--- config.mk ---
export PLATFORM = sky130hd
export DESIGN_NAME = flash_command_sequencer
export DESIGN_NICKNAME = d
export VERILOG_FILES = /design/src/fcs_pkg.sv /design/src/fcs_block_map.sv /design/src/flash_command_sequencer.sv
export VERILOG_INCLUDE_DIRS = /design/src /design/src/src
export SDC_FILE = /design/constraint.sdc
export NUM_CORES = 1
export LEC_CHECK = 0
export BUFFER_PORTS_ARGS = -buffer_cell sky130_fd_sc_hd__buf_2
export CAP_MARGIN = 5
export CORE_AREA = 2 2 95 97
export CTS_BUF_LIST = sky130_fd_sc_hd__clkbuf_8
export DETAILED_ROUTE_END_ITERATION = 7
export DIE_AREA = 0 0 97 99
export PLACE_DENSITY = 0.81
export SLEW_MARGIN = 5
export SYNTH_ARGS = -nofsm -noshare
export SYNTH_HDL_FRONTEND = slang
export SYNTH_SLANG_ARGS = --single-unit
export TNS_END_PERCENT = 20
--- constraint.sdc ---
create_clock -name clk -period 5.7 [get_ports clk]
set_input_delay 0.57 -clock clk [delete_from_list [all_inputs] [get_ports clk]]
set_output_delay 0.57 -clock clk [all_outputs]
set_load 0.01 [all_outputs]
--- src/flash_command_sequencer_macros.svh ---
// Assertion helpers for the flash command sequencer.
// All checks sample on the rising edge of clk and are off while rst_n is low.
`ifndef FLASH_COMMAND_SEQUENCER_MACROS_SVH
`define FLASH_COMMAND_SEQUENCER_MACROS_SVH

`ifndef NO_ASSERTIONS

// Same-cycle implication
`define FCS_ASSERT_IMPL(label, pre, post) \
    label: assert property (@(posedge clk) disable iff (!rst_n) (pre) |-> (post)) \
        else $error("assertion failed: label");

// Next-cycle implication
`define FCS_ASSERT_NEXT(label, pre, post) \
    label: assert property (@(posedge clk) disable iff (!rst_n) (pre) |=> (post)) \
        else $error("assertion failed: label");

`else

`define FCS_ASSERT_IMPL(label, pre, post)
`define FCS_ASSERT_NEXT(label, pre, post)

`endif

`endif

--- src/fcs_pkg.sv ---
`timescale 1ns / 1ps

package fcs_pkg;

    // Block numbering limits
    localparam int MAX_BLOCK_COUNT = 35;
    localparam int BLK_W           = 6;
    localparam int BOOT_W          = 5;

    // Store geometry
    localparam int MADDR_W = 22;
    localparam int MLEN_W  = 17;

    // Unlock and command bytes
    localparam logic [15:0] UNLOCK_ADDR1 = 16'h5555;
    localparam logic [15:0] UNLOCK_ADDR2 = 16'h2AAA;
    localparam logic [7:0]  UNLOCK_DATA1 = 8'hAA;
    localparam logic [7:0]  UNLOCK_DATA2 = 8'h55;
    localparam logic [7:0]  CMD_BYTE_ERASE_SETUP = 8'h80;
    localparam logic [7:0]  CMD_BYTE_ID          = 8'h90;
    localparam logic [7:0]  CMD_BYTE_PROGRAM     = 8'hA0;
    localparam logic [7:0]  CMD_BYTE_RESET       = 8'hF0;
    localparam logic [7:0]  CMD_BYTE_BLOCK_ERASE = 8'h30;
    localparam logic [7:0]  CMD_BYTE_BLOCK_ERASE_ALT = 8'h50;
    localparam logic [7:0]  CMD_BYTE_CHIP_ERASE  = 8'h10;
    localparam logic [7:0]  MANUFACTURER_ID      = 8'h98;
    localparam logic [7:0]  ID_LAST_BYTE         = 8'h80;
    localparam logic [7:0]  ERASE_FILL           = 8'hFF;

    // Write cycle positions in the unlock sequence
    localparam logic [2:0] WC_FIRST   = 3'd1;
    localparam logic [2:0] WC_SECOND  = 3'd2;
    localparam logic [2:0] WC_COMMAND = 3'd3;
    localparam logic [2:0] WC_FOURTH  = 3'd4;
    localparam logic [2:0] WC_FIFTH   = 3'd5;
    localparam logic [2:0] WC_SIXTH   = 3'd6;

    // Input kinds carried on the slave tuser
    localparam logic KIND_WRITE = 1'b0;
    localparam logic KIND_INFO  = 1'b1;

    // Configuration register index
    localparam logic REG_CART_SIZE = 1'b0;

    // Cartridge size codes
    localparam logic [2:0] SIZE_NONE   = 3'd0;
    localparam logic [2:0] SIZE_4M     = 3'd1;
    localparam logic [2:0] SIZE_8M     = 3'd2;
    localparam logic [2:0] SIZE_16M    = 3'd3;
    localparam logic [2:0] SIZE_DUAL   = 3'd4;

    typedef enum logic [2:0] {
        CMD_NONE   = 3'd0,
        CMD_INFO   = 3'd1,
        CMD_PROG   = 3'd2,
        CMD_BERASE = 3'd3,
        CMD_CERASE = 3'd4
    } cmd_t;

    typedef enum logic [1:0] {
        MEMOP_NONE  = 2'd0,
        MEMOP_PROG  = 2'd1,
        MEMOP_ERASE = 2'd2
    } memop_t;

    // Result of one block lookup
    typedef struct packed {
        logic [BLK_W-1:0]   blk;
        logic [MADDR_W-1:0] start;
        logic [MLEN_W-1:0]  len;
    } blk_info_t;

    // Clamp unused size codes to the two-chip setting
    function automatic logic [2:0] size_sel(input logic [2:0] code);
        size_sel = (code > SIZE_DUAL) ? SIZE_DUAL : code;
    endfunction

    // First boot block number per size
    function automatic logic [BOOT_W-1:0] boot_num(input logic [2:0] code);
        logic [BOOT_W-1:0] bn;
        unique case (size_sel(code))
            SIZE_NONE: bn = 5'd0;
            SIZE_4M:   bn = 5'd7;
            SIZE_8M:   bn = 5'd15;
            default:   bn = 5'd31;
        endcase
        return bn;
    endfunction

    // ID byte by address low bits
    function automatic logic [7:0] id_byte(input logic [2:0] code, input logic [1:0] sel);
        logic [2:0] sz;
        logic [7:0] dev;
        logic [7:0] b;
        sz = size_sel(code);
        unique case (sz)
            SIZE_NONE: dev = 8'h00;
            SIZE_4M:   dev = 8'hAB;
            SIZE_8M:   dev = 8'h2C;
            default:   dev = 8'h2F;
        endcase
        unique case (sel)
            2'd0:    b = (sz == SIZE_NONE) ? 8'h00 : MANUFACTURER_ID;
            2'd1:    b = dev;
            2'd2:    b = 8'h00;
            default: b = ID_LAST_BYTE;
        endcase
        return b;
    endfunction

endpackage

--- src/fcs_block_map.sv ---
`timescale 1ns / 1ps

// Map a chip-local address to its block number, and that block to its
// start address and length under the boot-block layout 32K/8K/8K/16K.
module fcs_block_map
    import fcs_pkg::*;
(
    input  logic [BOOT_W-1:0] boot,
    input  logic              chip,
    input  logic [20:0]       addr,
    output blk_info_t         info
);

    logic [BLK_W-1:0] blk;
    logic [BLK_W-1:0] k;
    logic [20:0]      local_start;

    // Find the block holding the address
    always_comb
    begin
        if (addr[20:16] == boot)
        begin
            priority if (addr[15:0] < 16'h8000)
                blk = {1'b0, boot};
            else if (addr[15:0] < 16'hA000)
                blk = {1'b0, boot} + 6'd1;
            else if (addr[15:0] < 16'hC000)
                blk = {1'b0, boot} + 6'd2;
            else
                blk = {1'b0, boot} + 6'd3;
        end
        else
        begin
            blk = {1'b0, addr[20:16]};
        end
    end

    // Start and length of that block
    always_comb
    begin
        k           = blk - {1'b0, boot};
        local_start = {blk[4:0], 16'h0000};
        info.len    = 17'h10000;
        if (blk >= {1'b0, boot})
        begin
            priority if (k == 6'd0)
            begin
                local_start = {boot, 16'h0000};
                info.len    = 17'h08000;
            end
            else if (k == 6'd1)
            begin
                local_start = {boot, 16'h8000};
                info.len    = 17'h02000;
            end
            else if (k == 6'd2)
            begin
                local_start = {boot, 16'hA000};
                info.len    = 17'h02000;
            end
            else if (k == 6'd3)
            begin
                local_start = {boot, 16'hC000};
                info.len    = 17'h04000;
            end
            else
            begin
                local_start = {boot, 16'hC000};
                info.len    = 17'h10000;
            end
        end
        info.blk   = blk;
        info.start = {chip, local_start};
    end

endmodule

--- src/flash_command_sequencer.sv ---
`timescale 1ns / 1ps

// Flash command sequencer.
// Slave stream: one cartridge bus access per transfer, tuser = 0 for a flash
// write, 1 for an ID read. The master stream returns exactly one result per
// access: the ID byte, at most one store operation (program byte by AND, or
// erase a block range to 0xFF), the dirtied chip/block, and status flags.
// The access is decoded against the unlock state in the cycle it is taken
// and the result is registered. Throughput is one access per cycle; the only
// loops are the unlock state and save-pending registers, updated in one pass.
// A result that waits in the output register does not stop the next access
// as long as the receiver takes it in the same cycle; with tready low and a
// result held, s_tready drops until it is taken.
// The user must write the cart size register over the APB-style port only
// while the block is idle; the block does not enforce this. The register
// selects the ID bytes and the boot-block position. Reset empties the output
// register, returns the sequence to its first write cycle with no command,
// clears the save-pending flag and sets the size to two chips.
module flash_command_sequencer
    import fcs_pkg::*;
(
    input  logic        clk,
    input  logic        rst_n,
    // access in
    input  logic        s_tvalid,
    output logic        s_tready,
    input  logic [31:0] s_tdata,   // bus_addr[23:0], bus_data[31:24]
    input  logic        s_tuser,   // cmd[0]
    // result out
    output logic        m_tvalid,
    input  logic        m_tready,
    // read_data[7:0], mem_addr[29:8], mem_len[46:30], mem_data[54:47],
    // dirty_chip[55], dirty_block[61:56], save_request[62],
    // save_pending[63], info_mode[64], zero fill[71:65]
    output logic [71:0] m_tdata,
    output logic [1:0]  m_tuser,   // mem_op[1:0]
    // configuration
    input  logic        psel,
    input  logic        penable,
    input  logic        pwrite,
    input  logic [2:0]  paddr,
    input  logic [31:0] pwdata,
    output logic [31:0] prdata,
    output logic        pready
);

`include "flash_command_sequencer_macros.svh"

    logic [2:0]  size_reg;
    logic [2:0]  wc_reg;
    logic [2:0]  wc_next;
    cmd_t        cmd_reg;
    cmd_t        cmd_next;
    logic        pend_reg;
    logic        pend_next;

    logic        out_valid_reg;
    logic [71:0] out_data_reg;
    memop_t      out_op_reg;

    logic        in_xfer;
    logic        kind;
    logic [23:0] addr;
    logic [7:0]  data;
    logic [15:0] lo;
    logic [23:0] prog_a;
    logic [20:0] lookup_addr;
    logic [BOOT_W-1:0] boot;
    blk_info_t   binfo;
    logic        blk_ok;

    logic [7:0]         rd;
    memop_t             op;
    logic [MADDR_W-1:0] maddr;
    logic [MLEN_W-1:0]  mlen;
    logic [7:0]         mdata;
    logic               chip;
    logic [BLK_W-1:0]   blk;
    logic               save;

    // Configuration port
    assign pready = 1'b1;
    assign prdata = {29'd0, size_reg};

    always_ff @(posedge clk or negedge rst_n)
    begin
        if (!rst_n)
            size_reg <= SIZE_DUAL;
        else if (psel && penable && pwrite && (paddr[2] == REG_CART_SIZE))
            size_reg <= pwdata[2:0];
    end

    // Unpack the access
    assign kind     = s_tuser;
    assign addr     = s_tdata[23:0];
    assign data     = s_tdata[31:24];
    assign lo       = addr[15:0];
    assign s_tready = !out_valid_reg || m_tready;
    assign in_xfer  = s_tvalid && s_tready;
    assign boot     = boot_num(size_reg);

    // Fold the program windows down onto the store
    always_comb
    begin
        unique case (addr[23:21])
            3'b001:  prog_a = {3'b000, addr[20:0]};
            3'b100:  prog_a = {3'b001, addr[20:0]};
            default: prog_a = addr;
        endcase
    end

    assign lookup_addr = (wc_reg == WC_FOURTH) ? prog_a[20:0] : addr[20:0];

    fcs_block_map u_block_map (
        .boot (boot),
        .chip (addr[23]),
        .addr (lookup_addr),
        .info (binfo)
    );

    assign blk_ok = (binfo.blk != '0) &&
                    ({1'b0, binfo.blk} < (BLK_W + 1)'(MAX_BLOCK_COUNT));

    // Next sequence state and the result of this access
    always_comb
    begin
        wc_next   = wc_reg;
        cmd_next  = cmd_reg;
        pend_next = pend_reg;
        rd        = 8'h00;
        op        = MEMOP_NONE;
        maddr     = '0;
        mlen      = '0;
        mdata     = 8'h00;
        chip      = 1'b0;
        blk       = '0;
        save      = 1'b0;

        if (kind == KIND_INFO)
        begin
            wc_next  = WC_FIRST;
            cmd_next = CMD_INFO;
            rd       = id_byte(size_reg, addr[1:0]);
        end
        else if (addr[23] && (size_sel(size_reg) != SIZE_DUAL))
        begin
            // second-chip window without a second chip: drop the write
        end
        else
        begin
            unique case (wc_reg)
                WC_FIRST:
                begin
                    cmd_next = CMD_NONE;
                    if (lo == UNLOCK_ADDR1 && data == UNLOCK_DATA1)
                        wc_next = WC_SECOND;
                    else
                    begin
                        wc_next = WC_FIRST;
                        save    = (data == CMD_BYTE_RESET);
                    end
                end
                WC_SECOND, WC_FIFTH:
                begin
                    cmd_next = CMD_NONE;
                    wc_next  = (lo == UNLOCK_ADDR2 && data == UNLOCK_DATA2) ?
                               wc_reg + 3'd1 : WC_FIRST;
                end
                WC_COMMAND:
                begin
                    cmd_next = CMD_NONE;
                    wc_next  = WC_FIRST;
                    if (lo == UNLOCK_ADDR1)
                    begin
                        priority if (data == CMD_BYTE_ERASE_SETUP)
                            wc_next = WC_FOURTH;
                        else if (data == CMD_BYTE_RESET)
                            save = 1'b1;
                        else if (data == CMD_BYTE_ID)
                        begin
                            wc_next  = WC_FOURTH;
                            cmd_next = CMD_INFO;
                        end
                        else if (data == CMD_BYTE_PROGRAM)
                        begin
                            wc_next  = WC_FOURTH;
                            cmd_next = CMD_PROG;
                        end
                        else
                            wc_next = WC_FIRST;
                    end
                end
                WC_FOURTH:
                begin
                    cmd_next = CMD_NONE;
                    if (cmd_reg == CMD_PROG)
                    begin
                        wc_next = WC_FIRST;
                        if (blk_ok && prog_a[23:22] == 2'b00)
                        begin
                            op    = MEMOP_PROG;
                            maddr = prog_a[MADDR_W-1:0];
                            mlen  = 17'd1;
                            mdata = data;
                            chip  = prog_a[21];
                            blk   = binfo.blk;
                        end
                    end
                    else
                    begin
                        wc_next = (lo == UNLOCK_ADDR1 && data == UNLOCK_DATA1) ?
                                  WC_FIFTH : WC_FIRST;
                    end
                end
                WC_SIXTH:
                begin
                    wc_next = WC_FIRST;
                    priority if (lo == UNLOCK_ADDR1 && data == CMD_BYTE_CHIP_ERASE)
                        cmd_next = CMD_CERASE;
                    else if (data == CMD_BYTE_BLOCK_ERASE ||
                             data == CMD_BYTE_BLOCK_ERASE_ALT)
                    begin
                        cmd_next = CMD_BERASE;
                        if (blk_ok)
                        begin
                            op    = MEMOP_ERASE;
                            maddr = binfo.start;
                            mlen  = binfo.len;
                            mdata = ERASE_FILL;
                            chip  = addr[23];
                            blk   = binfo.blk;
                        end
                    end
                    else
                        cmd_next = CMD_NONE;
                end
                default:
                begin
                    wc_next  = WC_FIRST;
                    cmd_next = CMD_NONE;
                end
            endcase
        end

        if (op != MEMOP_NONE)
            pend_next = 1'b1;
    end

    // Advance the sequence on each accepted access
    always_ff @(posedge clk or negedge rst_n)
    begin
        if (!rst_n)
        begin
            wc_reg   <= WC_FIRST;
            cmd_reg  <= CMD_NONE;
            pend_reg <= 1'b0;
        end
        else if (in_xfer)
        begin
            wc_reg   <= wc_next;
            cmd_reg  <= cmd_next;
            pend_reg <= pend_next;
        end
    end

    // Output register: load on an accepted access, drop after transfer
    always_ff @(posedge clk or negedge rst_n)
    begin
        if (!rst_n)
            out_valid_reg <= 1'b0;
        else if (in_xfer)
            out_valid_reg <= 1'b1;
        else if (m_tready)
            out_valid_reg <= 1'b0;
    end

    always_ff @(posedge clk)
    begin
        if (in_xfer)
        begin
            out_op_reg   <= op;
            out_data_reg <= {7'd0, (cmd_next == CMD_INFO), pend_next, save, blk, chip,
                             mdata, mlen, maddr, rd};
        end
    end

    assign m_tvalid = out_valid_reg;
    assign m_tdata  = out_data_reg;
    assign m_tuser  = out_op_reg;

    // Checks
    `FCS_ASSERT_IMPL(a_op_sets_pending, m_tvalid && (m_tuser != MEMOP_NONE), m_tdata[63])
    `FCS_ASSERT_NEXT(a_info_read_mode, in_xfer && (kind == KIND_INFO), m_tvalid && m_tdata[64])
    `FCS_ASSERT_NEXT(a_pending_sticky, pend_reg, pend_reg)
    `FCS_ASSERT_IMPL(a_ready_when_empty, !out_valid_reg, s_tready)

endmodule

## Word-level counts from Yosys, hierarchy flattened

Cells that the tools add are included.
Widths: inputs -> output; s select.

- Register bits after elaboration: 78
- Input port bits: 75
- Output and inout port bits: 109
- Logic and storage cells: 163

- Add/sub/neg operators: 5
- Magnitude comparators: 6
- Eq/ne operators: 31
- Mux-type cells: 88
- Bitwise gates (word level): 1
- Reductions and logical operators: 23

Operators by type and width:

| cell | count |
|---|---|
| $mux 17 | 8 |
| $mux 22 | 5 |
| $mux 6 | 9 |
| $lt 16x16->1 const B | 3 |
| $mux 8 | 6 |
| $pmux 24 s2 | 1 |
| $pmux 8 s3 | 2 |
| $pmux 22 s2 | 1 |
| $mux 21 | 2 |
| $mux 3 | 14 |
| $eq 8x8->1 const B | 5 |
| $pmux 17 s2 | 1 |
| $mux 15 | 2 |
| $mux 2 | 12 |
| $eq 16x14->1 const B | 1 |
| $eq 16x15->1 const B | 1 |
| $eq 8x7->1 const B | 2 |
| $mux 1 | 16 |
| $mux 16 | 1 |
| $pmux 8 s2 | 1 |
| $pmux 5 s3 | 1 |
| $add 5x2->6 const B | 2 |
| $eq 3x1->1 const B | 4 |
| $eq 3x2->1 const B | 4 |
| 32 further kinds | 50 |

## Longest topological paths before layout

- Depth in word-level cells: 20
- Mapped depth: 18
- Mapped depth without buffers: 16

## By module

From an unflattened synthesis, not the netlist that was laid out.

- Cells, all modules: 471
- Area, all modules: 5121.2 µm²

Modules (own cells, without submodules):

| module | times used | cells each | area an instance (µm²) | sequential area each (µm²) |
|---|---|---|---|---|
| flash_command_sequencer | 1 | 334 | 4137.7 | 2229.6 |
| fcs_block_map | 1 | 137 | 983.4 | 0.0 |

## Worst setup path after synthesis

Ideal clock, no wire load.

- Path type: reg-to-reg
- Start: register size_reg[1]
- End: register out_data_reg[21], in the netlist m_tdata[21] (data pin)
- Library setup time: 146 ps
- Arrival: 3987 ps
- Required time: 5554 ps
- Slack: 1567 ps
- Stages on the path, launching flop included: 18
- Path buffers: 1
- Clock period less this slack: 4133 ps
- Cell sequence: dfrtp_1 > buf_4 > nor3_4 > inv_1 > ha_1 > nor2_1 > a211o_2 > mux2i_1 > ha_1 > inv_1 > fa_1 > a21o_1 > a21oi_1 > xnor2_1 > nor3_1 > nand3b_4 > or4_1 > a21oi_1

- Cells in the longest elaborated chain, start to end: 19
- Elaborated cells between the ends (all ways): 36
- Those cells by class: add/sub (4); order compare (3); eq/ne (6); mux (16); reduce/logical (7)

RTL lines:

| what | line | text |
|---|---|---|
| from (decl) | flash_command_sequencer.sv:49 | `logic [2:0] size_reg;` |
| from (signal assigned) | flash_command_sequencer.sv:90 | `size_reg <= pwdata[2:0];` |
| $gt 3x3->1 | fcs_pkg.sv:75 | `size_sel = (code > SIZE_DUAL) ? SIZE_DUAL : code;` |
| $mux 3 (*) | fcs_pkg.sv:75 |  |
| $eq 3x2->1, or another cell as far along | fcs_pkg.sv:81 | `unique case (size_sel(code))` |
| $pmux 5 s3 | fcs_pkg.sv:81 |  |
| $add 5x2->6 (on tied branches) | fcs_block_map.sv:30, fcs_block_map.sv:28 |  |
| $mux 6 | fcs_block_map.sv:27 | `else if (addr[15:0] < 16'hC000)` |
| $mux 6 | fcs_block_map.sv:25 | `else if (addr[15:0] < 16'hA000)` |
| $mux 6 | fcs_block_map.sv:23 | `priority if (addr[15:0] < 16'h8000)` |
| [... 3 more ...] | -- |  |
| $mux 15 | fcs_block_map.sv:56 | `else if (k == 6'd2)` |
| $mux 15 | fcs_block_map.sv:51 | `else if (k == 6'd1)` |
| $mux 16 | fcs_block_map.sv:46 | `priority if (k == 6'd0)` |
| $mux 21 | fcs_block_map.sv:44 | `if (blk >= {1'b0, boot})` |
| $mux 22 | flash_command_sequencer.sv:224 | `if (blk_ok)` |
| $mux 22 | flash_command_sequencer.sv:220 | `else if (data == CMD_BYTE_BLOCK_ERASE \|\|` |
| $mux 22 | flash_command_sequencer.sv:218 | `priority if (lo == UNLOCK_ADDR1 && data == CMD_BYTE_CHIP_ERASE)` |
| $pmux 22 s2 | flash_command_sequencer.sv:151 | `unique case (wc_reg)` |
| to (signal assigned) | flash_command_sequencer.sv:282 | `out_data_reg <= {7'd0, (cmd_next == CMD_INFO), pend_next, save, blk, chip,` |
| to (decl) | flash_command_sequencer.sv:58 | `logic [71:0] out_data_reg;` |

Mark *: on every way between the ends. The rest lies on a longest branch, timed or not.
A chain may end at the register's enable or synchronous reset.

## Worst setup path in the final report

Same ends and word-level chain as after synthesis.

==> results.json <==
{
  "final_layout_size_suffix_gt1_share_pct": 27.0,
  "synth_commonest_cells": "55 x sky130_fd_sc_hd__nor2_1, 53 x sky130_fd_sc_hd__buf_4, 52 x sky130_fd_sc_hd__edfxtp_1",
  "clk_path_buf_depth": 2,
  "report.final.hold_viol_count": 0,
  "cts_root_cell": "sky130_fd_sc_hd__clkbuf_8",
  "tightest_slew_ps": 1210,
  "multi_input_area_um2": 1840,
  "synth.cell_area_um2": 4090,
  "groute.usage.overall_pct": 21.0,
  "drc": 0,
  "crit_path_start": "size_reg[1]$_DFFE_PN0P_",
  "placement.setup.worst_slack_ps": 980,
  "die-height_um": 99,
  "cellLeakagePower_nw": 2.01,
  "synth.yosys.seq_area_share_pct": 45.0,
  "power_per_cell_area_nw_per_um2": 266,
  "synth_async_sr_flop_share_pct": 17.5,
  "setup_tns_after_final_layout_ps": 0,
  "setup.worst_path.end_class": "flip-flop",
  "core.rowCount": 34,
  "detail_route.vias_per_cell": 5.36,
  "critPathMaxFanout": 12,
  "post-cts-setup-buffers": 0,
  "post-route-util_pct": 54.4,
  "core-area_um2": 8550,
  "total_clock_buffers_created_by_cts": 9,
  "grt_pass1_wl_um": 15900,
  "syn-mean-instance-area_um2": 9.78,
  "post_synthesis_compound_gate_area_fraction_pct": 11.4,
  "post_synth_xor_area_fraction_pct": 0.643,
  "critical_path_required_ps": 5900,
  "synth_mux_area_share_pct": 3.55,
  "synth_largest_type_area_fraction_pct": 38.2,
  "layout_net_count": 601,
  "path_clk_slew_ps": 80,
  "maxSlewViolCount": 0,
  "cts-hold-fix-buffers": 0,
  "post-dp-hpwl_um": 7740,
  "yosys_most_used_dff": "sky130_fd_sc_hd__edfxtp_1",
  "clock_skew_ps": 12.1,
  "rsz0062_at_grt": "no",
  "antenna_found_initial": 0,
  "yosys.cell_count.top_type": "sky130_fd_sc_hd__nor2_1",
  "worst-endpoint-arrival_ps": 4970,
  "number_of_buffer_cells_added_on_primary_ports": 102,
  "r2r_slack_ps": 930,
  "synth_cell_type_count": 67,
  "cts.sinks": 63,
  "start_kind": "flip-flop",
  "first_global_vias": 3206,
  "synth-adder-area-share_pct": 3.86,
  "setup_viol_count_final": 0,
  "area_growth_pct": 13.8,
  "synthSimpleGateAreaFrac_pct": 21.0,
  "postSynthRegisterBits": 63,
  "top_level_ports": 184,
  "floorplan.die_area_um2": 9600,
  "num_vias": 3361,
  "cts_tree": "done",
  "cts-htree-levels": 3,
  "timing.rr.start": "size_reg[1]$_DFFE_PN0P_",
  "cap_violations": 0,
  "rr_worst_depth": 16,
  "final_antenna_net_count": 0,
  "initialDrtViolationCount": 208,
  "max_freq_mhz": 210,
  "max_reg_flops": 50,
  "clkLatencyLatePin_ps": 350,
  "fillerInstances": 795,
  "timing.final.ws_setup_ps": 932,
  "antenna_cells": 0,
  "maxSlewHeadroom_pct": 18.9,
  "synth_edf_count": 52,
  "synth_top_area_cell": "sky130_fd_sc_hd__edfxtp_1",
  "combined_flip_flop_and_latch_cell_area_um2": 1840,
  "min-delay-path-class": "primary input to asynchronous set/reset pin",
  "route.detailed.wl_per_inst_um": 16.2,
  "grt_start_max_net_pins": 57,
  "crit-reg2reg-capture": "m_tdata[21]$_SDFFCE_PP0P_",
  "postRouteWirelength_um": 10100,
  "gp_congestion": 0.897,
  "yosys_warnings": 0,
  "outcome": "finished clean",
  "count_of_mapped_cells_out_of_synthesis": 418,
  "synth_top_family_by_area": "simple AND/OR/NAND/NOR gates",
  "worst-setup-path-type": "flip-flop to flip-flop",
  "final.min_clock_period_ps": 4770,
  "grt_overflow_total": 0,
  "first_pass_iters": 5,
  "ys_top_cells_by_area": "sky130_fd_sc_hd__edfxtp_1 38%, sky130_fd_sc_hd__buf_4 9.7%, sky130_fd_sc_hd__dfrtp_1 5.5%",
  "initial_core_util_pct": 47.8,
  "ctsResizeCount": 0,
  "final_cycle_share_pct": 83.6,
  "die_width_um": 97,
  "vdd.ir_drop.worst_mv": 0.121
}
## per-layer routing
| metal | vias to the layer above | wire length, um | global-route usage, % |
|---|---|---|---|
| met5 | - | 0 | 0 |
| met3 | 15 | 797 | 3.97 |
| met2 | 173 | 4960 | 35.7 |
| li1 | 1595 | - | - |
| met1 | 1578 | 4180 | 27.0 |
| met4 | 0 | 204 | 7.04 |
## power by group
group / switching [mW] / internal, mW
sequential: 0.0186 / 0.525
clock: 0.196 / 0.203
combinational: 0.186 / 0.106
total: 0.401 / 0.834
## critical path, cell delays in order (launching register included)
cell and delay, ps:
sky130_fd_sc_hd__dfrtp_1 480, sky130_fd_sc_hd__nor3_4 510, sky130_fd_sc_hd__inv_1 230, sky130_fd_sc_hd__ha_1 360
sky130_fd_sc_hd__nor2_1 50, sky130_fd_sc_hd__a211o_2 270, sky130_fd_sc_hd__mux2i_1 450, sky130_fd_sc_hd__ha_1 280
sky130_fd_sc_hd__inv_1 60, sky130_fd_sc_hd__fa_1 400, sky130_fd_sc_hd__a21o_1 200, sky130_fd_sc_hd__a21oi_1 230
sky130_fd_sc_hd__xnor2_1 140, sky130_fd_sc_hd__nor3_1 290, sky130_fd_sc_hd__nand3b_4 140, sky130_fd_sc_hd__or4_1 410
sky130_fd_sc_hd__a21oi_1 140
## layout by cell type (no fill, tap or decap), drive strengths merged, types with 4 or more instances in the layout
cell and instances:
and3 6, inv 33, o21ai 13, nand2b 7, nor4 16, conb 50, dfrtp 9, nor3b 5
a21oi 22, nand3 6, nand2 21, mux2 4, a211oi 5, edfxtp 52, nor2b 4, nor2 55
buf 103, a22oi 4, clkbuf 9, mux2i 10, nor3 14, ha 11
## cells by family after synthesis
kind of cell	count (synthesis)
buf+inv	98
other cells	2
mux	14
compound gates	70
flops	63
xor+xnor	3
simple gates	156
fa+ha+maj	12
## layout make-up
cell class | instances | share of cell area (%)
Multi-Input combinational cell | 305 | 39.6
Sequential cell | 63 | 39.5
Timing Repair Buffer | 103 | 11.1
Tap cell | 108 | 2.91
Clock buffer | 9 | 2.66
Inverter | 32 | 2.58
Clock inverter | 7 | 1.56
## stage by stage
| step | cells | instance area, um^2 | hold WS, ps | total power, mW |
|---|---|---|---|---|
| after floorplan | 466 | 4270 | 274 | 0.786 |
| after global placement | 611 | 4450 | 433 | 0.833 |
| after detailed placement | 611 | 4450 | 446 | 0.844 |
| after CTS | 627 | 4650 | 81.2 | 1.24 |
| after global routing | 627 | 4650 | 92.4 | 1.29 |
| final | 627 | 4650 | 84.4 | 1.24 |
## how the worst max path moves through the flow
stage | to | slack [ps] | cells past startpoint
final | m_tdata[21]$_SDFFCE_PP0P_ | 930 | 16
after global routing | m_tdata[21]$_SDFFCE_PP0P_ | 620 | 16
after CTS | m_tdata[21]$_SDFFCE_PP0P_ | 950 | 16
after detailed placement | m_tdata[21]$_SDFFCE_PP0P_ | 980 | 16
after global placement | m_tdata[21]$_SDFFCE_PP0P_ | 1100 | 16
after floorplan | m_tdata[21]$_SDFFCE_PP0P_ | 1570 | 17
No activity file was read; power rests on OpenSTA's default activity.
